## src/psis_pkg.sv

```systemverilog
package psis_pkg;

  // Width of every deadline counter and of the debounce counter.
  localparam int TimerBits = 16;
  // Width of one configuration register.
  localparam int CfgBits = 16;
  // Width of the configuration register index on the write port.
  localparam int CfgIndexBits = 4;
  // Number of configuration registers.
  localparam int CfgCount = 8;

  // Configuration register indexes.
  localparam logic [CfgIndexBits-1:0] REG_DEBOUNCE   = 4'd0;
  localparam logic [CfgIndexBits-1:0] REG_ACC_DELAY  = 4'd1;
  localparam logic [CfgIndexBits-1:0] REG_IG_DELAY   = 4'd2;
  localparam logic [CfgIndexBits-1:0] REG_STARTER    = 4'd3;
  localparam logic [CfgIndexBits-1:0] REG_COUNTDOWN  = 4'd4;
  localparam logic [CfgIndexBits-1:0] REG_SLOW_BLINK = 4'd5;
  localparam logic [CfgIndexBits-1:0] REG_FAST_ON    = 4'd6;
  localparam logic [CfgIndexBits-1:0] REG_FAST_OFF   = 4'd7;

  // Reset values of the configuration registers.
  localparam logic [CfgBits-1:0] DEBOUNCE_RST   = 16'd50;
  localparam logic [CfgBits-1:0] ACC_DELAY_RST  = 16'd1000;
  localparam logic [CfgBits-1:0] IG_DELAY_RST   = 16'd2000;
  localparam logic [CfgBits-1:0] STARTER_RST    = 16'd1000;
  localparam logic [CfgBits-1:0] COUNTDOWN_RST  = 16'd5000;
  localparam logic [CfgBits-1:0] SLOW_BLINK_RST = 16'd500;
  localparam logic [CfgBits-1:0] FAST_ON_RST    = 16'd200;
  localparam logic [CfgBits-1:0] FAST_OFF_RST   = 16'd50;

  // Input command codes.
  localparam logic CMD_TICK   = 1'b0;
  localparam logic CMD_ENGINE = 1'b1;

  // Button levels (active-low pin with pull-up).
  localparam logic BTN_PRESSED  = 1'b0;
  localparam logic BTN_RELEASED = 1'b1;

  // Sequencer phases.
  typedef enum logic [2:0] {
    PH_IDLE      = 3'd0,
    PH_ACC       = 3'd1,
    PH_IGN       = 3'd2,
    PH_STARTER   = 3'd3,
    PH_COUNTDOWN = 3'd4
  } phase_t;

  typedef struct packed {
    logic command;
    logic button_level;
    logic engine_value;
  } in_item_t;

  typedef struct packed {
    logic       acc_relay;
    logic       ign_relay;
    logic       starter_relay;
    logic       led_level;
    logic       engine_on;
    logic       reset_request;
    logic       engine_report_valid;
    logic       engine_report_value;
    logic [2:0] phase;
  } out_item_t;

  // Saturating decrement of a deadline counter.
  function automatic logic [TimerBits-1:0] dec_sat(input logic [TimerBits-1:0] t);
    dec_sat = (t == '0) ? '0 : t - 1'b1;
  endfunction

  // Load of a configuration value into a deadline counter.
  function automatic logic [TimerBits-1:0] load_timer(input logic [CfgBits-1:0] v);
    load_timer = TimerBits'(v);
  endfunction

endpackage

```

## src/push_start_ignition_sequencer.sv

```systemverilog
// Push-start ignition sequencer. Each item is either a one-millisecond tick
// carrying the raw level of an active-low start button, or a write of the
// engine-on flag. Every item gives exactly one result item with the relay,
// LED and engine levels after it, plus the one-item reset request and
// engine report flags. The whole update of the timers, debounce counter and
// phase is one register-to-register pass, so an item may be offered on every
// clock while in_stall is low; its result goes to the output register, or to
// the skid register while a result waits there. A two-entry output stage
// (output register and skid register) lets the block take items while a
// result waits, and in_stall rises only when both entries are full.
// Configuration writes are always ready; indexes beyond the last register are ignored.
module push_start_ignition_sequencer (
  input  logic                                clk,
  input  logic                                rst,
  input  logic                                in_valid,
  output logic                                in_stall,
  input  psis_pkg::in_item_t                  in_item,
  output logic                                out_valid,
  input  logic                                out_stall,
  output psis_pkg::out_item_t                 out_item,
  input  logic                                cfg_valid,
  output logic                                cfg_ready,
  input  logic [psis_pkg::CfgIndexBits-1:0]   cfg_index,
  input  logic [psis_pkg::CfgBits-1:0]        cfg_data
);

  localparam logic [psis_pkg::TimerBits-1:0] CountMax = '1;

  // Configuration registers.
  logic [psis_pkg::CfgBits-1:0] cfg [psis_pkg::CfgCount];

  // Sequencer state.
  psis_pkg::phase_t                 phase_reg, phase_next;
  logic [psis_pkg::TimerBits-1:0]   step_timer, step_timer_next;
  logic [psis_pkg::TimerBits-1:0]   window_timer, window_timer_next;
  logic [psis_pkg::TimerBits-1:0]   stable_count, stable_count_next;
  logic [psis_pkg::TimerBits-1:0]   led_timer, led_timer_next;
  logic last_raw, last_raw_next;
  logic stable_level, stable_level_next;
  logic engine_flag, engine_flag_next;
  logic acc_reg, acc_reg_next;
  logic ign_reg, ign_reg_next;
  logic starter_reg, starter_reg_next;
  logic led_reg, led_reg_next;
  logic fast_mode, fast_mode_next;
  logic rst_req, rep_valid, rep_value;

  // Output stage.
  psis_pkg::out_item_t result, skid_item;
  logic skid_valid;
  logic accept, take;

  assign cfg_ready = 1'b1;
  assign in_stall  = skid_valid;
  assign accept    = in_valid && !in_stall;
  assign take      = out_valid && !out_stall;

  // Configuration register file.
  always_ff @(posedge clk) begin
    if (rst) begin
      cfg[psis_pkg::REG_DEBOUNCE[2:0]]   <= psis_pkg::DEBOUNCE_RST;
      cfg[psis_pkg::REG_ACC_DELAY[2:0]]  <= psis_pkg::ACC_DELAY_RST;
      cfg[psis_pkg::REG_IG_DELAY[2:0]]   <= psis_pkg::IG_DELAY_RST;
      cfg[psis_pkg::REG_STARTER[2:0]]    <= psis_pkg::STARTER_RST;
      cfg[psis_pkg::REG_COUNTDOWN[2:0]]  <= psis_pkg::COUNTDOWN_RST;
      cfg[psis_pkg::REG_SLOW_BLINK[2:0]] <= psis_pkg::SLOW_BLINK_RST;
      cfg[psis_pkg::REG_FAST_ON[2:0]]    <= psis_pkg::FAST_ON_RST;
      cfg[psis_pkg::REG_FAST_OFF[2:0]]   <= psis_pkg::FAST_OFF_RST;
    end else if (cfg_valid && cfg_ready && cfg_index <= psis_pkg::REG_FAST_OFF) begin
      cfg[cfg_index[2:0]] <= cfg_data;
    end
  end

  // Next state for one item: timers, LED, debounce, then the phase handler.
  always_comb begin
    phase_next        = phase_reg;
    step_timer_next   = step_timer;
    window_timer_next = window_timer;
    stable_count_next = stable_count;
    led_timer_next    = led_timer;
    last_raw_next     = last_raw;
    stable_level_next = stable_level;
    engine_flag_next  = engine_flag;
    acc_reg_next      = acc_reg;
    ign_reg_next      = ign_reg;
    starter_reg_next  = starter_reg;
    led_reg_next      = led_reg;
    fast_mode_next    = fast_mode;
    rst_req           = 1'b0;
    rep_valid         = 1'b0;
    rep_value         = 1'b0;

    if (in_item.command == psis_pkg::CMD_ENGINE) begin
      engine_flag_next = in_item.engine_value;
    end else begin
      step_timer_next   = psis_pkg::dec_sat(step_timer);
      window_timer_next = psis_pkg::dec_sat(window_timer);
      led_timer_next    = psis_pkg::dec_sat(led_timer);

      // LED toggles and reloads with the period for its new level.
      if (led_timer_next == '0) begin
        led_reg_next = !led_reg;
        if (fast_mode) begin
          led_timer_next = psis_pkg::load_timer(led_reg_next ?
                             cfg[psis_pkg::REG_FAST_ON[2:0]] :
                             cfg[psis_pkg::REG_FAST_OFF[2:0]]);
        end else begin
          led_timer_next = psis_pkg::load_timer(cfg[psis_pkg::REG_SLOW_BLINK[2:0]]);
        end
      end

      // Debounce: count ticks since the raw level last changed.
      if (in_item.button_level != last_raw) begin
        last_raw_next     = in_item.button_level;
        stable_count_next = '0;
      end else if (stable_count != CountMax) begin
        stable_count_next = stable_count + 1'b1;
      end

      if ((stable_count_next > psis_pkg::TimerBits'(cfg[psis_pkg::REG_DEBOUNCE[2:0]])) &&
          (in_item.button_level != stable_level)) begin
        if (stable_level == psis_pkg::BTN_RELEASED &&
            in_item.button_level == psis_pkg::BTN_PRESSED) begin
          if (engine_flag) begin
            rst_req = 1'b1;
          end else if (phase_reg == psis_pkg::PH_IDLE) begin
            acc_reg_next      = 1'b1;
            rep_valid         = 1'b1;
            phase_next        = psis_pkg::PH_ACC;
            step_timer_next   = psis_pkg::load_timer(cfg[psis_pkg::REG_ACC_DELAY[2:0]]);
            window_timer_next = psis_pkg::load_timer(cfg[psis_pkg::REG_COUNTDOWN[2:0]]);
            fast_mode_next    = 1'b0;
          end else if (phase_reg == psis_pkg::PH_COUNTDOWN) begin
            starter_reg_next  = 1'b1;
            phase_next        = psis_pkg::PH_STARTER;
            step_timer_next   = psis_pkg::load_timer(cfg[psis_pkg::REG_STARTER[2:0]]);
            window_timer_next = psis_pkg::load_timer(cfg[psis_pkg::REG_COUNTDOWN[2:0]]);
            fast_mode_next    = 1'b1;
          end
        end
        stable_level_next = in_item.button_level;
      end

      // Phase handler works on the phase left by a press in this tick.
      case (phase_next)
        psis_pkg::PH_ACC: begin
          if (step_timer_next == '0) begin
            ign_reg_next    = 1'b1;
            phase_next      = psis_pkg::PH_IGN;
            step_timer_next = psis_pkg::load_timer(cfg[psis_pkg::REG_IG_DELAY[2:0]]);
          end
        end
        psis_pkg::PH_IGN: begin
          if (step_timer_next == '0) begin
            starter_reg_next = 1'b1;
            phase_next       = psis_pkg::PH_STARTER;
            step_timer_next  = psis_pkg::load_timer(cfg[psis_pkg::REG_STARTER[2:0]]);
            fast_mode_next   = 1'b1;
          end
        end
        psis_pkg::PH_STARTER: begin
          if (step_timer_next == '0) begin
            starter_reg_next = 1'b0;
            phase_next       = psis_pkg::PH_COUNTDOWN;
            fast_mode_next   = 1'b1;
          end
        end
        psis_pkg::PH_COUNTDOWN: begin
          if (window_timer_next == '0) begin
            rep_valid        = 1'b1;
            rep_value        = 1'b1;
            engine_flag_next = 1'b1;
            phase_next       = psis_pkg::PH_IDLE;
            fast_mode_next   = 1'b0;
          end
        end
        default: begin
        end
      endcase
    end
  end

  // Result item for the accepted input item.
  always_comb begin
    result.acc_relay           = acc_reg_next;
    result.ign_relay           = ign_reg_next;
    result.starter_relay       = starter_reg_next;
    result.led_level           = led_reg_next;
    result.engine_on           = engine_flag_next;
    result.reset_request       = rst_req;
    result.engine_report_valid = rep_valid;
    result.engine_report_value = rep_value;
    result.phase               = phase_next;
  end

  // State registers advance once per accepted item.
  always_ff @(posedge clk) begin
    if (rst) begin
      phase_reg    <= psis_pkg::PH_IDLE;
      step_timer   <= '0;
      window_timer <= '0;
      stable_count <= '0;
      led_timer    <= psis_pkg::load_timer(psis_pkg::SLOW_BLINK_RST);
      last_raw     <= psis_pkg::BTN_RELEASED;
      stable_level <= psis_pkg::BTN_RELEASED;
      engine_flag  <= 1'b0;
      acc_reg      <= 1'b0;
      ign_reg      <= 1'b0;
      starter_reg  <= 1'b0;
      led_reg      <= 1'b0;
      fast_mode    <= 1'b0;
    end else if (accept) begin
      phase_reg    <= phase_next;
      step_timer   <= step_timer_next;
      window_timer <= window_timer_next;
      stable_count <= stable_count_next;
      led_timer    <= led_timer_next;
      last_raw     <= last_raw_next;
      stable_level <= stable_level_next;
      engine_flag  <= engine_flag_next;
      acc_reg      <= acc_reg_next;
      ign_reg      <= ign_reg_next;
      starter_reg  <= starter_reg_next;
      led_reg      <= led_reg_next;
      fast_mode    <= fast_mode_next;
    end
  end

  // Output register with a skid entry behind it.
  always_ff @(posedge clk) begin
    if (rst) begin
      out_valid  <= 1'b0;
      skid_valid <= 1'b0;
    end else if (take || !out_valid) begin
      if (skid_valid) begin
        out_valid  <= 1'b1;
        skid_valid <= 1'b0;
      end else begin
        out_valid <= accept;
      end
    end else if (accept) begin
      skid_valid <= 1'b1;
    end
  end

  always_ff @(posedge clk) begin
    if (take || !out_valid) begin
      if (skid_valid) begin
        out_item <= skid_item;
      end else if (accept) begin
        out_item <= result;
      end
    end else if (accept) begin
      skid_item <= result;
    end
  end

endmodule

```

## config.mk

```make
export PLATFORM = sky130hd
export DESIGN_NAME = push_start_ignition_sequencer
export DESIGN_NICKNAME = d
export VERILOG_FILES = /design/src/psis_pkg.sv /design/src/push_start_ignition_sequencer.sv
export SDC_FILE = /design/constraint.sdc
export NUM_CORES = 1
export LEC_CHECK = 0
export ABC_AREA = 1
export BUFFER_PORTS_ARGS = -buffer_cell sky130_fd_sc_hd__buf_2
export CORE_ASPECT_RATIO = 0.9
export CORE_MARGIN = 8
export CORE_UTILIZATION = 57
export DETAILED_ROUTE_END_ITERATION = 8
export PLACE_DENSITY = 0.77
export SLEW_MARGIN = 20
export SYNTH_ARGS = -nofsm -noshare
export SYNTH_HDL_FRONTEND = slang
export SYNTH_SLANG_ARGS = --single-unit
```

## constraint.sdc

```tcl
create_clock -name clk -period 4.5 [get_ports clk]
set_clock_uncertainty 0.05 [all_clocks]
set_input_delay 0.675 -clock clk [delete_from_list [all_inputs] [get_ports clk]]
set_output_delay 0.675 -clock clk [all_outputs]
set_load 0.05 [all_outputs]
```

Word level (Yosys, flattened, before mapping)
Memories as Yosys holds them, arrays and structs flattened. Index checks and enable logic that the tools add are counted.

Add/sub/neg operators: 4. Order comparisons: 2. Eq/ne operators: 8. Mux-type cells: 91. Bitwise operators: 3. Reductions and logical operators: 26.

Operator list (count): $mux W16 (24); $logic_not A16 Y1 (6); $mux W1 (49); $sub A16 B1 Y16 const B (3); $mux W3 (12); $pmux W16 S2 (1); $mux W11 (2); $add A16 B1 Y16 const B (1); $gt A16 B16 Y1 (1); $ne A16 B16 Y1 const B (1); $reduce_or A16 Y1 (1); $pmux W3 S4 (1); $eq A3 B2 Y1 const B (2); $eq A3 B3 Y1 const B (2); $reduce_and A2 Y1 (3); $reduce_and A3 Y1 (2); $logic_and A1 B1 Y1 (5); $le A4 B3 Y1 const B (1); $logic_not A1 Y1 (4); $pmux W1 S2 (2); $reduce_or A2 Y1 (2); $eq A3 B1 Y1 const B (1); $logic_not A3 Y1 (1); $not A1 Y1 (3); 3 further kinds (4).

Register bits after elaboration: 99. RAM bits: 128. Output and inout bits: 14. Logic and storage cells: 168. Memories: 1.

Memory list: cfg (words 8, width 16, rd ports 8, clocked after Yosys merged registers in 0, wr ports 8, RTL line push_start_ignition_sequencer.sv:30) `logic [psis_pkg::CfgBits-1:0] cfg [psis_pkg::CfgCount];`.

Logic depth before layout (Yosys ltp)
Depth after elaboration: 14. Mapped depth: 39. Mapped depth without buffers: 38.

Least setup slack after synthesis
No wires, ideal clock.

Path kind: register -> register. From: register stable_count[3] (netlist bit). To: register out_item[0] (netlist bit) (data pin). Arrival time: 3922 ps. Path slack: 269 ps. Cell stages (with the launch flop): 35. Clock period less this slack: 4231 ps. Path through: dfxtp_1 > inv_2 > nor3_1 > inv_1 > nor3_1 > inv_1 > nor3_1 > inv_1 > nor2_1 > inv_1 > nor2_2 > nor3_1 > inv_1 > nor2_1 > or2_2 > nand3_1 > inv_1 > ha_1 > nand2_1 > nor2_1 > nand4_1 > o21bai_2 > inv_2 > nand3_4 > buf_6 > nand2_1 > nand2_2 > nand4_1 > nor2_4 > nand2_4 > buf_6 > o21bai_2 > nand2_1 > o211ai_1 > nand2_1.

Word-level cells in the longest chain between the ends: 14. Elaborated cells between the ends (all ways): 27.

Ends and longest elaborated chain: start: declaration (RTL line push_start_ignition_sequencer.sv:36) `logic [psis_pkg::TimerBits-1:0] stable_count, stable_count_next;`; start signal: assignment (RTL line push_start_ignition_sequencer.sv:216) `stable_count <= stable_count_next;`; $add A16 B1 Y16 or $ne A16 B16 Y1 (tied branches) (RTL line push_start_ignition_sequencer.sv:117, push_start_ignition_sequencer.sv:116); $mux W16 * (RTL line push_start_ignition_sequencer.sv:116) `end else if (stable_count != CountMax) begin`; $mux W16 * (RTL line push_start_ignition_sequencer.sv:113) `if (in_item.button_level != last_raw) begin`; $mux W16 * (RTL line push_start_ignition_sequencer.sv:93) `if (in_item.command == psis_pkg::CMD_ENGINE) begin`; $gt A16 B16 Y1 * (RTL line push_start_ignition_sequencer.sv:120) `if ((stable_count_next > psis_pkg::TimerBits'(cfg[psis_pkg::REG_DEBOUNCE[2:0]])) &&`; $logic_and A1 B1 Y1 * (RTL line push_start_ignition_sequencer.sv:120); $mux W16 (RTL line push_start_ignition_sequencer.sv:120); $mux W16 (RTL line push_start_ignition_sequencer.sv:93); $logic_not A16 Y1, on equally long branches; $mux W3, on equally long branches; $pmux W3 S4 * (RTL line push_start_ignition_sequencer.sv:145) `case (phase_next)`; $mux W3 * (RTL line push_start_ignition_sequencer.sv:93); $mux W11 * (RTL line push_start_ignition_sequencer.sv:250) `end else if (accept) begin`; $mux W11 * (RTL line push_start_ignition_sequencer.sv:248) `if (skid_valid) begin`; end signal: assignment (RTL line push_start_ignition_sequencer.sv:249) `out_item <= skid_item;`; end signal: assignment (RTL line push_start_ignition_sequencer.sv:251) `out_item <= result;`; end: declaration (RTL line push_start_ignition_sequencer.sv:20) `output psis_pkg::out_item_t out_item,`.

Mark *: on every way between the ends. The rest lies on a longest branch, timed or not. The select of a mux whose other input is x is not followed. A chain may end at the register's enable or synchronous reset.

Worst setup path in the final report
From: register stable_count[4] (netlist bit). To: register out_item[8] (netlist bit) (data pin).

Word-level cells in the longest chain between the ends: 14. Elaborated cells between the ends (all ways): 21.

Ends and longest elaborated chain (RTL line): $add A16 B1 Y16 or $ne A16 B16 Y1 (tied branches) (push_start_ignition_sequencer.sv:117, push_start_ignition_sequencer.sv:116); $mux W16 * (push_start_ignition_sequencer.sv:116); $mux W16 * (push_start_ignition_sequencer.sv:113); $mux W16 * (push_start_ignition_sequencer.sv:93); $gt A16 B16 Y1 * (push_start_ignition_sequencer.sv:120); $logic_and A1 B1 Y1 * (push_start_ignition_sequencer.sv:120); $mux W16 (push_start_ignition_sequencer.sv:120); $mux W16 (push_start_ignition_sequencer.sv:93); $logic_not A16 Y1 (push_start_ignition_sequencer.sv:154, push_start_ignition_sequencer.sv:162); $mux W1, on equally long branches (push_start_ignition_sequencer.sv:162, push_start_ignition_sequencer.sv:154); $pmux W1 S2 * (push_start_ignition_sequencer.sv:145); $mux W1 * (push_start_ignition_sequencer.sv:93); $mux W11 * (push_start_ignition_sequencer.sv:250); $mux W11 * (push_start_ignition_sequencer.sv:248).

Marks and branches as above.

==> flow_metrics.py <==
metrics = {
    "power_and_ir_drop": {
        "combPwrFrac_pct": 20.4,
        "p_clk_share_pct": 36.2,
        "leakage_nw": 6.69,
        "p_int_w": 0.00394,
        "switching_share_pct": 29.0,
        "power_density_mw_per_mm2": 374,
        "seqPwrFrac_pct": 43.5,
        "p_switching_w": 0.00161,
        "ir_drop_v": 0.000363,
    },
    "critical_path": {
        "crit_fanout": 15,
        "cpMaxStageDelayCell": "dfxtp_2",
        "crit_type": "flop to flop",
        "cp_data_arrival_time_ps": 4840,
        "max_stage_delay_ps": 350,
        "required_ps": 4720,
        "path_common_cell": "nand2_1",
        "endpoint_kind": "flop",
        "cp-start-kind": "flop",
    },
    "place": {
        "port_buffers": 40,
        "placed_cells": 1982,
        "hpwl_mm": 24.3,
        "gp_routability_congestion": 0.975,
        "placed_area_mm2": 0.0135,
        "dp_slack_ps": -107,
    },
    "route": {
        "wirelength_mm": 36.5,
        "routedWlPerCell_um": 17.7,
        "drc": 0,
        "drtPass1Iterations": 7,
        "ant_nets": 0,
        "viasPerCell": 5.69,
        "vias": 11716,
        "drtIter0Drc": 1569,
    },
    "timing": {
        "final_max_slew_viol_count": 0,
        "post-route-period-util_pct": 103,
        "fmax_mhz": 216,
        "worst_pin_slew_ps": 1020,
        "rsz0062_at_grt": "true",
        "setup_slack_ps": -124,
        "setup_tns_ps": -2050,
        "post-route-min-period_ps": 4620,
        "maxSlewHeadroom_pct": 31.9,
        "finalSetupViolCount": 26,
        "hold_viol_final": 0,
    },
    "cts": {
        "clock-root-buffer": "clkbuf_16",
        "clock_latency_ps": 530,
        "cts_buffers": 24,
        "htreeDepth": 1,
        "clockBufferDepth": 3,
        "path_clk_slew_ps": 60,
        "numClockSinks": 227,
        "tritoncts": "built",
        "holdBufCountCts": 0,
    },
    "die": {
        "start_util_pct": 58.2,
        "fp-row-count": 51,
        "design.die.area_mm2": 0.0273,
        "io_pins": 42,
        "die_x_um": 173,
        "coreArea_mm2": 0.0218,
        "die_y_um": 157,
    },
    "global_routing": {
        "grt.total_usage_pct": 25.5,
        "antenna_found_initial": 0,
        "grt_max_degree": 72,
        "overflow": 0,
        "grt_pass1_wl_mm": 56.2,
        "grt_pass1_vias": 10872,
    },
    "synth": {
        "ys.flop_type": "edfxtp_1",
        "muxShareOfSynthArea_pct": 0,
        "yosysWarnings": 0,
        "synth_nets": 1699,
        "synth_top_cell_area_share_pct": 35.5,
        "synth_top_family_by_area": "simple AND/OR/NAND/NOR gates",
        "ys_top_cells_by_area": "edfxtp_1, dfxtp_1, nand2_1",
        "ys_ff_latch": 227,
        "netlist_area_mm2": 0.0127,
        "synth_compound_area_share_pct": 11.7,
        "synth.distinct_cells": 48,
        "synth_edf_count": 150,
        "synth_top_cell_by_area": "edfxtp_1",
        "synth.avg_cell_area_um2": 7.68,
        "syn_inst": 1649,
        "synth-seq-area-share_pct": 47.7,
        "synthAdderAreaFrac_pct": 2.17,
        "synth_async_sr_flop_share_pct": 0,
        "synthXorXnorAreaFrac_pct": 2.00,
        "yosys.area_share.simple_pct": 26.3,
    },
    "finish": {
        "num_antenna_cells": 0,
        "drive_gt1_share_pct": 15.8,
        "area.growth.synth_to_final_pct": 17.2,
        "fill_cells": 1760,
        "final_area_mm2": 0.0148,
        "final_common_cell": "nand2_1",
        "final_util_pct": 68.2,
        "fin_nets": 1800,
        "final_cells": 2059,
        "largest_reg_flops": 128,
        "final_cell_mix": "nand2_1, inv_1, nor2_1",
    },
    "worst_hold_path": {
        "min_path_type": "primary input to flop",
    },
    "status": {
        "violations": "setup timing",
        "status": "finished, violations left",
    },
    "run": {
        "max_cap_violations": 0,
    },
}
timing repair:
action	4_1_cts	5_1_grt
gates cloned	2	1
resized for setup	16	87
setup endpoints to repair	33	41
pin swaps	12	42
buffers inserted	12	18
power groups by stage:
stage                     clock network, W  logic, W  registers (W)
after CTS                          0.00201   0.00105        0.00241
after global placement                   0   0.00102        0.00245
final                              0.00201   0.00113        0.00241
after floorplan                          0  0.000650        0.00246
after global routing               0.00209   0.00124        0.00242
after detailed placement                 0   0.00103        0.00245
cell usage after synthesis (8+ instances only):
cell        n
o21ai_1    27
xor2_1     20
nand3_1    75
nand2_1   370
a21oi_1   104
o22ai_1    11
edfxtp_1  150
nor3_1     18
dfxtp_1    77
inv_1     252
o21ai_0   110
nand4_1    38
clkbuf_1   46
nor2_1    208
xnor2_1     9
nor2_2      8
ha_1       22
nand3b_1   18
nand2_2     9
critical path, delay by kind of cell, from the launching register on:
kind	cells	cell delay (ps)
adder cells (fa/ha/maj)	1	210
AO/OA/AOI/OAI	2	350
XOR/XNOR	1	180
buffers and inverters	9	790
AND/OR/NAND/NOR	20	2440
flip-flops	1	350
path summary, 6_finish.rpt:
path	start	endpoint	slack [ps]	cells after the start
worst max register to register	stable_count[4]$_SDFFE_PP0P_	out_item[8]$_DFFE_PP_	-120	33
worst min-delay path	in_valid	out_valid$_SDFFE_PP0P_	420	3
worst max-delay path	stable_count[4]$_SDFFE_PP0P_	out_item[8]$_DFFE_PP_	-120	33
worst min register to register	led_timer[0]$_SDFFE_PP0P_	led_timer[0]$_SDFFE_PP0P_	440	2
metrics by stage:
step / hold WS, ps / total power [W]
floorplan: 395 / 0.00311
global placement: 405 / 0.00346
detailed placement: 411 / 0.00348
CTS: 412 / 0.00547
global route: 480 / 0.00576
finish: 420 / 0.00555
routing by layer:
layer  wire length (um)  GRT usage (%)  vias up
met5                  0              0        -
met2              16400           40.9      627
li1                   -              -     5575
met4               1580           10.7        0
met1              15100           34.4     5410
met3               3360           3.47      104
logic make-up after synthesis:
group	Yosys count
compound gates	279
buf+inv	323
flops	227
simple gates	768
xor+xnor	29
fa+ha+maj	22
other cells	1
layout make-up:
class | instances | area [um2] | area share, %
Clock buffer | 31 | 648 | 4.37
Clock inverter | 13 | 139 | 0.935
Inverter | 262 | 993 | 6.69
Multi-Input combinational cell | 1101 | 5640 | 38.0
Sequential cell | 227 | 6050 | 40.8
Tap cell | 291 | 364 | 2.45
Timing Repair Buffer | 134 | 1010 | 6.83
No activity file was read; power rests on OpenSTA's default activity.
